<file path="src/rtl/bf_pkg.sv">
// shared types and constants of the 3x3 rgb box filter
package bf_pkg;

    // one pixel, one byte per channel
    typedef struct packed {
        logic [7:0] blue;
        logic [7:0] green;
        logic [7:0] red;
    } pixel_t;

    // nine samples of 255 plus rounding offset fit in 12 bits
    localparam int SUM_W = 12;

    // floor(x / 9) = (x * RECIP_MULT) >> RECIP_SHIFT, exact for x < 4096
    localparam int RECIP_SHIFT = 15;
    localparam logic [SUM_W-1:0] RECIP_MULT = 12'd3641;
    localparam logic [SUM_W-1:0] ROUND_OFS = 12'd4;
    localparam int PROD_W = 2 * SUM_W;

    // configuration register indexes
    localparam logic [0:0] REG_IMAGE_WIDTH  = 1'b0;
    localparam logic [0:0] REG_IMAGE_HEIGHT = 1'b1;

    // widths of the configuration registers
    localparam int WIDTH_REG_W  = 12;
    localparam int HEIGHT_REG_W = 13;
    localparam int CFG_DATA_W   = 13;

    // control of an item leaving the line-store read stage
    typedef struct packed {
        logic valid;
        logic emit;
        logic last;
    } stage_ctl_t;

    // per-channel window sums travelling to the divider
    typedef struct packed {
        logic             valid;
        logic             last;
        logic [SUM_W-1:0] blue;
        logic [SUM_W-1:0] green;
        logic [SUM_W-1:0] red;
    } sum_word_t;

endpackage

</file>
<file path="src/rtl/bf_mean.sv">
// rounded divide by nine and output register
module bf_mean (
    input  logic              clk,
    input  logic              rst_n,
    input  logic              advance,
    input  bf_pkg::sum_word_t sum_word,
    output logic              out_valid,
    output bf_pkg::pixel_t    out_pix,
    output logic              out_last
);
    import bf_pkg::*;

    logic   out_valid_reg;
    logic   out_last_reg;
    pixel_t out_pix_reg;
    pixel_t out_pix_next;

    // (sum + 4) / 9 via reciprocal multiply
    function automatic logic [7:0] div9_round(input logic [SUM_W-1:0] sum);
        logic [SUM_W-1:0]  biased;
        logic [PROD_W-1:0] prod;
        biased = sum + ROUND_OFS;
        prod   = PROD_W'(biased) * PROD_W'(RECIP_MULT);
        return prod[RECIP_SHIFT +: 8];
    endfunction

    always_comb
    begin
        out_pix_next.red   = div9_round(sum_word.red);
        out_pix_next.green = div9_round(sum_word.green);
        out_pix_next.blue  = div9_round(sum_word.blue);
    end

    // output valid
    always_ff @(posedge clk or negedge rst_n)
    begin
        if (!rst_n)
        begin
            out_valid_reg <= 1'b0;
        end
        else if (advance)
        begin
            out_valid_reg <= sum_word.valid;
        end
    end

    // output payload
    always_ff @(posedge clk)
    begin
        if (advance)
        begin
            out_pix_reg  <= out_pix_next;
            out_last_reg <= sum_word.last;
        end
    end

    assign out_valid = out_valid_reg;
    assign out_pix   = out_pix_reg;
    assign out_last  = out_last_reg;

endmodule

</file>
<file path="config.mk">
export PLATFORM = sky130hd
export DESIGN_NAME = bf_mean
export DESIGN_NICKNAME = d
export VERILOG_FILES = /design/src/rtl/bf_pkg.sv /design/src/rtl/bf_mean.sv
export SDC_FILE = /design/constraint.sdc
export NUM_CORES = 1
export LEC_CHECK = 0
export BUFFER_PORTS_ARGS = -buffer_cell sky130_fd_sc_hd__buf_4
export CAP_MARGIN = 20
export CORE_MARGIN = 1.5
export CORE_UTILIZATION = 55
export DETAILED_ROUTE_END_ITERATION = 7
export PLACE_DENSITY = 0.75
export SLEW_MARGIN = 20
export SYNTH_ARGS = -nofsm -noshare
export SYNTH_HDL_FRONTEND = slang
export SYNTH_SLANG_ARGS = --single-unit
export TNS_END_PERCENT = 30
</file>
<file path="constraint.sdc">
create_clock -name clk -period 0.8 [get_ports clk]
set_input_delay 0.16 -clock clk [delete_from_list [all_inputs] [get_ports clk]]
set_output_delay 0.16 -clock clk [all_outputs]
set_load 0.05 [all_outputs]
</file>
# Word level (Yosys, flattened, before mapping)
# Index checks and enable logic that the tools add are counted.
# word_totals
wordCells,11
inputBits,41
register_bits,26
# classes
multipliers,3
addsub,3
# ops
cell,n
$mul A12 B12 Y23 const B,3
$add A12 B3 Y12 const B,3

# Depth between registers and ports, before layout
# logic_depth
ltp_word,2
ltp_mapped,22

# Worst setup path after synthesis
# No wires, ideal clock.
# synth_path
path_kind,in2reg
from,input sum_word[4] (netlist name)
to,"register out_pix_reg, in the netlist out_pix[7], data pin"
stages,21
required_time_ns,0.539
path_buffers,0
t_arrival_ns,4.833
path_slack_ns,-4.293
path_cell_list,nand3_1 nor2_1 and3_1 xnor2_1 inv_1 ha_1 ha_1 inv_1 fa_1 inv_1 fa_1 inv_1 fa_1 inv_1 ha_1 a21o_1 a21o_1 a21oi_2 a211oi_1 o31a_1 o32a_1
# synth_rtl
element,line_no,source
from (decl),bf_mean.sv:6,"input bf_pkg::sum_word_t sum_word,"
to (signal assigned),bf_mean.sv:52,out_pix_reg <= out_pix_next;
to (decl),bf_mean.sv:15,pixel_t out_pix_reg;

==> qor.csv <==
metric,value,unit
status,"finished, violations left",
failed_checks,setup timing,
drt-pass1-iter-count,4,
finalCritPeriodShare,635,%
worstPathCellList,"buf_8, ha_4, nand2_4, nor2_4, nand2_2, xor2_2, xnor2_1, ha_1, ha_4, inv_2, fa_1, inv_2, fa_1, inv_2, fa_1, inv_2, ha_4, nand4_1, nor2_2, o211ai_1, o31ai_2, o31a_1, nor2_1",
post_drt_wl_per_cell,20.1,µm
largest_register_ffs,24,
overflow,0,
start_kind,input port,
die_height,120,µm
fin_skew,0,ns
num_rows,42,
grt_usage,31.5,%
hold_violations,0,
path_max_fanout,3,
vias,7307,
syn_inst,796,
viasPerCell,5.73,
synth_commonest_cells,"213 x ha_1, 174 x inv_1, 65 x xnor2_1",
slowest_delay,0.59,ns
grt_pass1_wl,36.6,mm
clock-root-buffer,clkbuf_16,
place.gp.congestion,0.915,
whs,0.0637,ns
grt_pass1_vias,7892,
dieArea,14500,µm²
cts_sinks,26,
cts.clk_slew.worst_paths,0.08,ns
synth_warnings,0,
max_freq,0.197,GHz
drt_first_iter_violations,344,
synth_nets,1110,
dpl.hpwl,16.4,mm
totalWireLength,25.6,mm
hold_path.class,input port to flop,
yosysTopAreaCell,ha_1,
maxCapViolCount,0,
syn2layout_area_growth,49.3,%
crit_top_cell,inv_2,
ys_top_cells_by_area,"ha_1 35%, fa_1 16%, edfxtp_1 9.9%",
die_w,120,µm
finalSetupTns,-96.80,ns
final_max_slew_viol_count,0,
dp_slack,-4.34,ns
end_kind,flop,
clockBufferDepth,2,
cts_tree,yes,
critPathSlowestCell,fa_1,
drive_gt1_share,40.8,%
rrSetupSlack,0.04,ns
worstSetupPathType,input port to flop,
yosys_register_bits,26,
worst_slack,-4.28,ns
n_antenna_cell,0,
tightest_slew,0.529,ns
portBuffers,66,
synthFlopType,edfxtp_1,
worst-endpoint-arrival,5.11,ns
syn_area,7580,µm²
finalSetupViolations,50,
nets,1414,
slew_headroom,64.5,%
critical_path_required,0.83,ns
antenna_found_initial,0,
fp.coreArea,13300,µm²
synth_top_area_share,35.1,%
ys_async_sr_fraction,3.85,%
clk-insertion-delay-late,0.27,ns
start_util,56.8,%
yosysUniqueCellTypes,59,
synth.yosys.seq_area_share,10.2,%
rsz0062_at_grt,yes,
fin_crit,5.08,ns
place_inst,1239,
ctsHtreeMaxLevel,1,
fin_cells,1275,
ant_nets,0,
drc,0,
synth_edf_count,25,
io_pins,67,
numCtsBuffers,3,
synth.most_common_cell,ha_1,
grt_max_degree,16,
syn_area_per_cell,9.53,µm²
==> critical path: cells and delay by family <==
family | cells | cell delay [ns]
XOR/XNOR | 2 | 0.41
AND/OR/NAND/NOR | 6 | 0.74
adder cells (fa/ha/maj) | 7 | 2.60
buffers and inverters | 5 | 0.30
AO/OA/AOI/OAI | 3 | 0.89
==> stage by stage <==
stage	cell area [µm²]	utilization [%]
finish	11300	84.9
global route	11300	84.9
CTS	11100	83.0
detailed placement	10200	76.2
global placement	10200	76.2
floorplan	7910	-
==> cell usage in the layout, fill, tap and decap left out, types with 21 or more instances in the layout <==
master,Yosys,layout
a21o_1,22,21
buf_4,0,263
buf_6,0,32
edfxtp_1,25,25
fa_1,60,57
ha_1,213,188
ha_4,0,24
inv_1,174,155
nand2_1,25,21
xnor2_1,65,53
xor2_1,28,21
==> final cells by class <==
class / instances / area, µm²
clock buffer: 3 / 75.1
clock inverter: 1 / 30.0
fill: 641 / 2020
inverter: 174 / 653
multi-input combinational: 593 / 7130
sequential: 26 / 776
tap: 176 / 220
timing repair buffer: 302 / 2440
==> routing by layer <==
layer | track usage, % | wire length [µm] | up-vias
met1 | 34.4 | 9240 | 3497
li1 | - | - | 3285
met3 | 4.72 | 1670 | 175
met4 | 12.6 | 1630 | 0
met5 | 0 | 0 | -
met2 | 60.5 | 13000 | 350
==> what timing repair did <==
action | CTS | global route
gates resized for setup | 117 | 35
hold buffers | 1 | 0
endpoints found under the hold margin | 1 | 0
buffers inserted | 24 | 8
pin swaps | 66 | 38
setup endpoints to repair | 50 | 50
==> logic make-up after synthesis <==
logic type / Yosys count / synth area share (%)
mux: 4 / 0.561
simple gates: 107 / 7.01
compound gates: 113 / 11.1
xor+xnor: 95 / 11.2
buf+inv: 177 / 8.81
fa+ha+maj: 274 / 51.1
flops: 26 / 10.2
==> worst paths after layout <==
path / endpoint / cells past startpoint / start
min reg2reg: out_valid / 1 / out_valid
min in group asynchronous: out_valid / 2 / rst_n
max in group asynchronous: out_valid / 2 / rst_n
max reg2reg: out_valid / 1 / out_valid
min: out_last / 1 / sum_word[36]
max: out_pix[6] / 23 / sum_word[3]
Power is not shown: default switching activity piles up to over one toggle a cycle in this logic, so the estimate is an artifact.
