`src/rtl/bf_pkg.sv`:
```
// shared types and constants of the 3x3 rgb box filter
package bf_pkg;

    // one pixel, one byte per channel
    typedef struct packed {
        logic [7:0] blue;
        logic [7:0] green;
        logic [7:0] red;
    } pixel_t;

    // nine samples of 255 plus rounding offset fit in 12 bits
    localparam int SUM_W = 12;

    // floor(x / 9) = (x * RECIP_MULT) >> RECIP_SHIFT, exact for x < 4096
    localparam int RECIP_SHIFT = 15;
    localparam logic [SUM_W-1:0] RECIP_MULT = 12'd3641;
    localparam logic [SUM_W-1:0] ROUND_OFS = 12'd4;
    localparam int PROD_W = 2 * SUM_W;

    // configuration register indexes
    localparam logic [0:0] REG_IMAGE_WIDTH  = 1'b0;
    localparam logic [0:0] REG_IMAGE_HEIGHT = 1'b1;

    // widths of the configuration registers
    localparam int WIDTH_REG_W  = 12;
    localparam int HEIGHT_REG_W = 13;
    localparam int CFG_DATA_W   = 13;

    // control of an item leaving the line-store read stage
    typedef struct packed {
        logic valid;
        logic emit;
        logic last;
    } stage_ctl_t;

    // per-channel window sums travelling to the divider
    typedef struct packed {
        logic             valid;
        logic             last;
        logic [SUM_W-1:0] blue;
        logic [SUM_W-1:0] green;
        logic [SUM_W-1:0] red;
    } sum_word_t;

endpackage

```
`src/rtl/bf_window.sv`:
```
// 3x3 sliding window and per-channel adder tree
module bf_window (
    input  logic                clk,
    input  logic                rst_n,
    input  logic                advance,
    input  bf_pkg::stage_ctl_t  ctl,
    input  bf_pkg::pixel_t      top_pix,
    input  bf_pkg::pixel_t      mid_pix,
    input  bf_pkg::pixel_t      new_pix,
    output bf_pkg::sum_word_t   sum_word
);
    import bf_pkg::*;

    // index row*3+col, row 0 on top, col 2 newest
    pixel_t [8:0] window_reg;
    pixel_t [8:0] window_next;

    logic [SUM_W-1:0] red_next;
    logic [SUM_W-1:0] green_next;
    logic [SUM_W-1:0] blue_next;

    logic             sum_valid_reg;
    logic             sum_last_reg;
    logic [SUM_W-1:0] red_sum_reg;
    logic [SUM_W-1:0] green_sum_reg;
    logic [SUM_W-1:0] blue_sum_reg;

    // shift columns left, new column from the line store and input
    always_comb
    begin
        for (int k = 0; k < 3; k++)
        begin
            window_next[k*3+0] = window_reg[k*3+1];
            window_next[k*3+1] = window_reg[k*3+2];
        end
        window_next[2] = top_pix;
        window_next[5] = mid_pix;
        window_next[8] = new_pix;
    end

    // adder tree over the nine samples, by column then across
    always_comb
    begin
        logic [SUM_W-1:0] rc0, rc1, rc2, gc0, gc1, gc2, bc0, bc1, bc2;
        rc0 = SUM_W'(window_next[0].red) + SUM_W'(window_next[3].red)
            + SUM_W'(window_next[6].red);
        rc1 = SUM_W'(window_next[1].red) + SUM_W'(window_next[4].red)
            + SUM_W'(window_next[7].red);
        rc2 = SUM_W'(window_next[2].red) + SUM_W'(window_next[5].red)
            + SUM_W'(window_next[8].red);
        gc0 = SUM_W'(window_next[0].green) + SUM_W'(window_next[3].green)
            + SUM_W'(window_next[6].green);
        gc1 = SUM_W'(window_next[1].green) + SUM_W'(window_next[4].green)
            + SUM_W'(window_next[7].green);
        gc2 = SUM_W'(window_next[2].green) + SUM_W'(window_next[5].green)
            + SUM_W'(window_next[8].green);
        bc0 = SUM_W'(window_next[0].blue) + SUM_W'(window_next[3].blue)
            + SUM_W'(window_next[6].blue);
        bc1 = SUM_W'(window_next[1].blue) + SUM_W'(window_next[4].blue)
            + SUM_W'(window_next[7].blue);
        bc2 = SUM_W'(window_next[2].blue) + SUM_W'(window_next[5].blue)
            + SUM_W'(window_next[8].blue);
        red_next   = rc0 + rc1 + rc2;
        green_next = gc0 + gc1 + gc2;
        blue_next  = bc0 + bc1 + bc2;
    end

    // window moves once per item
    always_ff @(posedge clk or negedge rst_n)
    begin
        if (!rst_n)
        begin
            window_reg <= '0;
        end
        else if (advance && ctl.valid)
        begin
            window_reg <= window_next;
        end
    end

    // sum stage control
    always_ff @(posedge clk or negedge rst_n)
    begin
        if (!rst_n)
        begin
            sum_valid_reg <= 1'b0;
        end
        else if (advance)
        begin
            sum_valid_reg <= ctl.valid && ctl.emit;
        end
    end

    // sum stage payload
    always_ff @(posedge clk)
    begin
        if (advance)
        begin
            sum_last_reg  <= ctl.last;
            red_sum_reg   <= red_next;
            green_sum_reg <= green_next;
            blue_sum_reg  <= blue_next;
        end
    end

    assign sum_word.valid = sum_valid_reg;
    assign sum_word.last  = sum_last_reg;
    assign sum_word.red   = red_sum_reg;
    assign sum_word.green = green_sum_reg;
    assign sum_word.blue  = blue_sum_reg;

endmodule

```
`config.mk`:
```
export PLATFORM = sky130hd
export DESIGN_NAME = bf_window
export DESIGN_NICKNAME = d
export VERILOG_FILES = /design/src/rtl/bf_pkg.sv /design/src/rtl/bf_window.sv
export SDC_FILE = /design/constraint.sdc
export NUM_CORES = 1
export LEC_CHECK = 0
export BUFFER_PORTS_ARGS = -buffer_cell sky130_fd_sc_hd__buf_2
export CAP_MARGIN = 20
export CORE_AREA = 2 2 156 158
export CTS_BUF_LIST = sky130_fd_sc_hd__clkbuf_4
export CTS_CLUSTER_SIZE = 30
export DETAILED_ROUTE_END_ITERATION = 12
export DIE_AREA = 0 0 158 160
export PLACE_DENSITY = 0.68
export SYNTH_ARGS = -nofsm -noshare
export SYNTH_HDL_FRONTEND = slang
export SYNTH_SLANG_ARGS = --single-unit
```
`constraint.sdc`:
```
create_clock -name clk -period 5.5 [get_ports clk]
set_input_delay 1.1 -clock clk [delete_from_list [all_inputs] [get_ports clk]]
set_output_delay 1.1 -clock clk [all_outputs]
set_load 0.1 [all_outputs]
```
After elaboration in Yosys (flattened, before gate mapping)

Cells that the tools add are included.

Bits in registers: 182
Bits of input ports: 78
Output and inout bits: 38
Word-level logic and storage cells: 49

Add/subtract/negate cells: 24
Reductions and logical operators: 2

Operator list:

| operator                | count |
|---|---|
| adder 9 x 8 -> 10 bit   | 9 |
| adder 8 x 8 -> 9 bit    | 9 |
| adder 11 x 10 -> 12 bit | 3 |
| adder 10 x 10 -> 11 bit | 3 |
| logical AND 1 bit       | 2 |

Longest topological paths before layout

Word-level depth: 4
Depth in mapped cells: 16
Mapped depth without buffers: 16

Worst setup path after synthesis

OpenSTA, ideal clock, no wires.

Path kind: input-to-reg
Start point: input port top_pix[18] in the netlist's numbering
End point: register blue_sum_reg[10], data pin
Arrival time: 4471 ps
Required time: 5237 ps
Slack: 767 ps
Stages: 14
Path buffers: 0
Cells stage by stage: inv_1 -> fa_1 -> inv_1 -> fa_1 -> fa_1 -> inv_1 -> fa_1 -> inv_1 -> ha_1 -> fa_1 -> a21oi_1 -> o211ai_1 -> o41ai_2 -> xnor2_1

Cells in the longest elaborated chain, start to end: 3

Ends and longest elaborated chain:

| element                 | RTL line         | text |
|---|---|---|
| start: declaration      | bf_window.sv:7   | `input bf_pkg::pixel_t top_pix,` |
| adder 8 x 8 -> 9 bit    | bf_window.sv:61  | `bc2 = SUM_W'(window_next[2].blue) + SUM_W'(window_next[5].blue)` |
| adder 9 x 8 -> 10 bit   | bf_window.sv:62  | `+ SUM_W'(window_next[8].blue);` |
| adder 11 x 10 -> 12 bit | bf_window.sv:65  | `blue_next = bc0 + bc1 + bc2;` |
| net blue_next[10]       | bf_window.sv:20  | `logic [SUM_W-1:0] blue_next;` |
| end signal: assignment  | bf_window.sv:102 | `blue_sum_reg <= blue_next;` |
| end: declaration        | bf_window.sv:26  | `logic [SUM_W-1:0] blue_sum_reg;` |

The timed path passes the listed nets, and every way through them passes these cells.
A chain may end at the register's enable or synchronous reset.

Worst setup path after layout

Ends and elaborated chain as after synthesis.

==> results.py <==
metrics = {
    "worst_setup_path": {
        "path_class": "input pin to flip-flop",
        "rr_startpoint": "window_next[114]",
        "crit_path_top_delay_cell": "fa_1",
        "path_cells": "buf_2 -> inv_1 -> fa_1 -> inv_1 -> fa_1 -> fa_1 -> inv_1 -> fa_1 -> inv_1 -> ha_1 -> fa_1 -> a21oi_1 -> o211ai_1 -> o41ai_2 -> xnor2_1",
        "max_stage_delay_ns": 0.53,
        "end_kind": "flip-flop",
        "startpoint": "top_pix[18]",
        "crit_fanout": 3,
        "r2r-end": "blue_sum_reg[10]",
        "r2r_slack_ns": 1.24,
        "worstPathRequired_ns": 5.85,
        "critPathLaunchType": "input pin",
        "crit_end": "blue_sum_reg[10]",
        "crit_path_frequent_cell": "fa_1",
        "crit_arrival_ns": 4.76,
        "ff2ff_path_depth": 12,
    },
    "grt": {
        "grt_overflow": 0,
        "gr-usage-met2_pct": 28.4,
        "busiest_layer": "met2",
        "grtUsageMet1_pct": 22.6,
        "antenna_found_initial": 1,
        "grt_pass1_vias": 7218,
        "met3_usage_pct": 2.58,
        "gr-usage-all-layers_pct": 16.8,
        "grt_max_degree": 121,
        "grt_first_pass_wirelength_microns": 33700,
    },
    "timing": {
        "drv_slew": 0,
        "final_hold_viol_count": 0,
        "post-route-period-util_pct": 80.1,
        "setup_viol": 0,
        "fin_setup_tns_ns": 0,
        "setup_ws_ns": 1.10,
        "fmax_mhz": 227,
        "skew_ns": 0.0273,
        "rsz0062_at_grt": "false",
        "min_period_ns": 4.40,
        "worst_pin_slew_ns": 0.833,
        "slew_headroom_pct": 44.4,
    },
    "floorplanning": {
        "dieArea_sq_um": 25300,
        "coreArea_sq_um": 23800,
        "rows": 57,
        "die_height_microns": 160,
        "io_pins": 116,
        "start_util_pct": 48.8,
        "die_w_microns": 158,
    },
    "route": {
        "drc_errors": 0,
        "detail_route.iter0.violations": 264,
        "route.antenna.remaining_nets": 0,
        "wire_per_inst_microns": 13.2,
        "vias": 6597,
        "wl_microns": 18800,
        "vias_per_cell": 4.65,
        "firstDrtPassIters": 4,
    },
    "finish": {
        "drive_gt1_share_pct": 21.4,
        "multi_input_area_sq_um": 5860,
        "final_cells": 1420,
        "n_fill_cell": 2151,
        "largest_register_ffs": 144,
        "regArea_sq_um": 4740,
        "utilization_pct": 53.8,
        "area_delta_synth_final_pct": 10.3,
        "final_nets": 1361,
    },
    "synthesis": {
        "syn_inst": 968,
        "synth_top_family_by_area": "adder cells",
        "synth_area_sq_um": 11600,
        "synth_nets": 1247,
        "synth_adder_area_share_pct": 32.1,
        "syn_avg_cell_area_sq_um": 12.0,
        "synth_compound_area_share_pct": 5.39,
        "synth.distinct_cells": 33,
        "synthSimpleGateAreaFrac_pct": 3.80,
        "yosys_warnings": 0,
        "synth-xor-area-share_pct": 1.58,
        "muxShareOfSynthArea_pct": 7.46,
        "ys_ff_latch": 182,
        "ys_seq_area_share_pct": 40.8,
    },
    "cts": {
        "path_clk_slew_ns": 0.18,
        "cts_sinks": 182,
        "h-tree-depth": 4,
        "clkLatencyLatePin_ns": 0.57,
        "cts_hold_buf": 0,
        "cts_buffers": 17,
        "cts_setup_buffers": 0,
        "root_buffer": "clkbuf_4",
        "cts-resized-gates": 0,
        "cts_tree": "done",
        "clock_path_buffers": 2,
    },
    "run": {
        "drv_cap": 0,
    },
    "placement": {
        "io_buffers": 115,
        "routabilityCongestion": 0.789,
        "dp.cells": 1387,
        "dp_hpwl_microns": 14500,
        "pre_cts_ws_ns": 0.486,
    },
    "worst_hold_path": {
        "hold_class": "input pin to async pin",
    },
    "run_status": {
        "status": "complete, no violations",
    },
}
-- cell families (layout without fill, tap and decap cells) --
| kind of cell | Yosys count | in the layout |
|---|---|---|
| xor gates and xnor gates | 21 | 21 |
| and+or+nand+nor | 107 | 107 |
| DFF | 182 | 182 |
| AOI/OAI and AO/OA | 110 | 110 |
| other | 0 | 1 |
| muxes | 77 | 77 |
| adders and majority gates | 201 | 201 |
| buffers and inverters | 270 | 397 |
-- cell usage in the layout, fill, tap and decap left out, types with 3 or more instances in the layout --
cell      netlist  routed
nor3_1          3       3
inv_1         245     245
a21o_1          3       3
ha_1           39      39
inv_6           0       5
o21bai_1        4       4
a31oi_1         4       4
mux2_2         77      77
o211ai_1        4       4
clkbuf_4        0      17
nand2_1        77      76
a211oi_1        3       3
nand3_1         4       4
nor2b_1         4       4
buf_2          10     114
fa_1          162     162
buf_4           2       4
o21ai_0        74      74
xor2_1          4       4
edfxtp_1       37      37
a21oi_1        12      12
nor2_1         15      15
dfrtp_1       145     145
xnor2_1        17      17
-- worst min path at each step --
stage | startpoint | endpoint | slack, ns | cells after the start
2_1_floorplan | window_next[10] | window_next[10] | 0.45 | 2
3_3_place_gp | window_next[8] | window_next[8] | 0.46 | 2
3_5_place_dp | window_next[9] | window_next[9] | 0.47 | 2
4_1_cts | rst_n | window_next[119] | 0.30 | 1
5_1_grt | rst_n | window_next[119] | 0.31 | 1
6_report | rst_n | window_next[119] | 0.35 | 1
-- Yosys cell counts, drive strengths merged --
library cell,count,share of area (%)
edfxtp,37,9.6
nor2b,5,0.33
o21bai,4,0.26
nor2,15,0.48
o2111ai,2,0.20
nand3,5,0.26
clkbuf,12,0.39
or2,1,0.054
inv,245,7.9
a21o,3,0.19
o21a,2,0.13
nand2,77,2.5
and3,1,0.054
a31oi,4,0.22
nor3,3,0.13
buf,13,0.59
o41a,1,0.097
fa,162,28
o41ai,1,0.14
ha,39,4.2
xnor2,17,1.3
xor2,4,0.30
mux2,77,7.5
dfrtp,145,31
o21ai,74,3.2
a21oi,12,0.52
o211ai,4,0.26
a211oi,3,0.19
-- per-layer routing --
| layer | vias to the layer above | share of wire, % |
|---|---|---|
| met3 | 21 | 3.0 |
| met4 | 0 | 1.5 |
| met2 | 97 | 51 |
| li1 | 3187 | - |
| met5 | - | 0 |
| met1 | 3292 | 44 |
-- worst max-delay path: cells and delay by family --
kind	cells	cell delay, ns
compound gates	3	0.64
xor+xnor	1	0.09
fa+ha+maj	6	2.67
buf+inv	5	0.26
-- layout make-up --
type	count	area share [%]
diodes	1	0.0195
inverters	245	7.17
clock inverters	15	1.09
clock buffers	17	0.995
multi-input cells	516	45.7
repair buffers	120	4.93
flip-flops and latches	182	37.0
well taps	324	3.16
-- through the flow --
stage	area, sq um	hold WS (ns)
6_report	12800	0.347
5_1_grt	12800	0.307
4_1_cts	12800	0.300
3_5_place_dp	12600	0.472
3_3_place_gp	12600	0.464
2_1_floorplan	11600	0.450
Power is left out: the tool's default activity adds up to more than one toggle a clock period on the data nets, which glitch-free logic cannot reach.
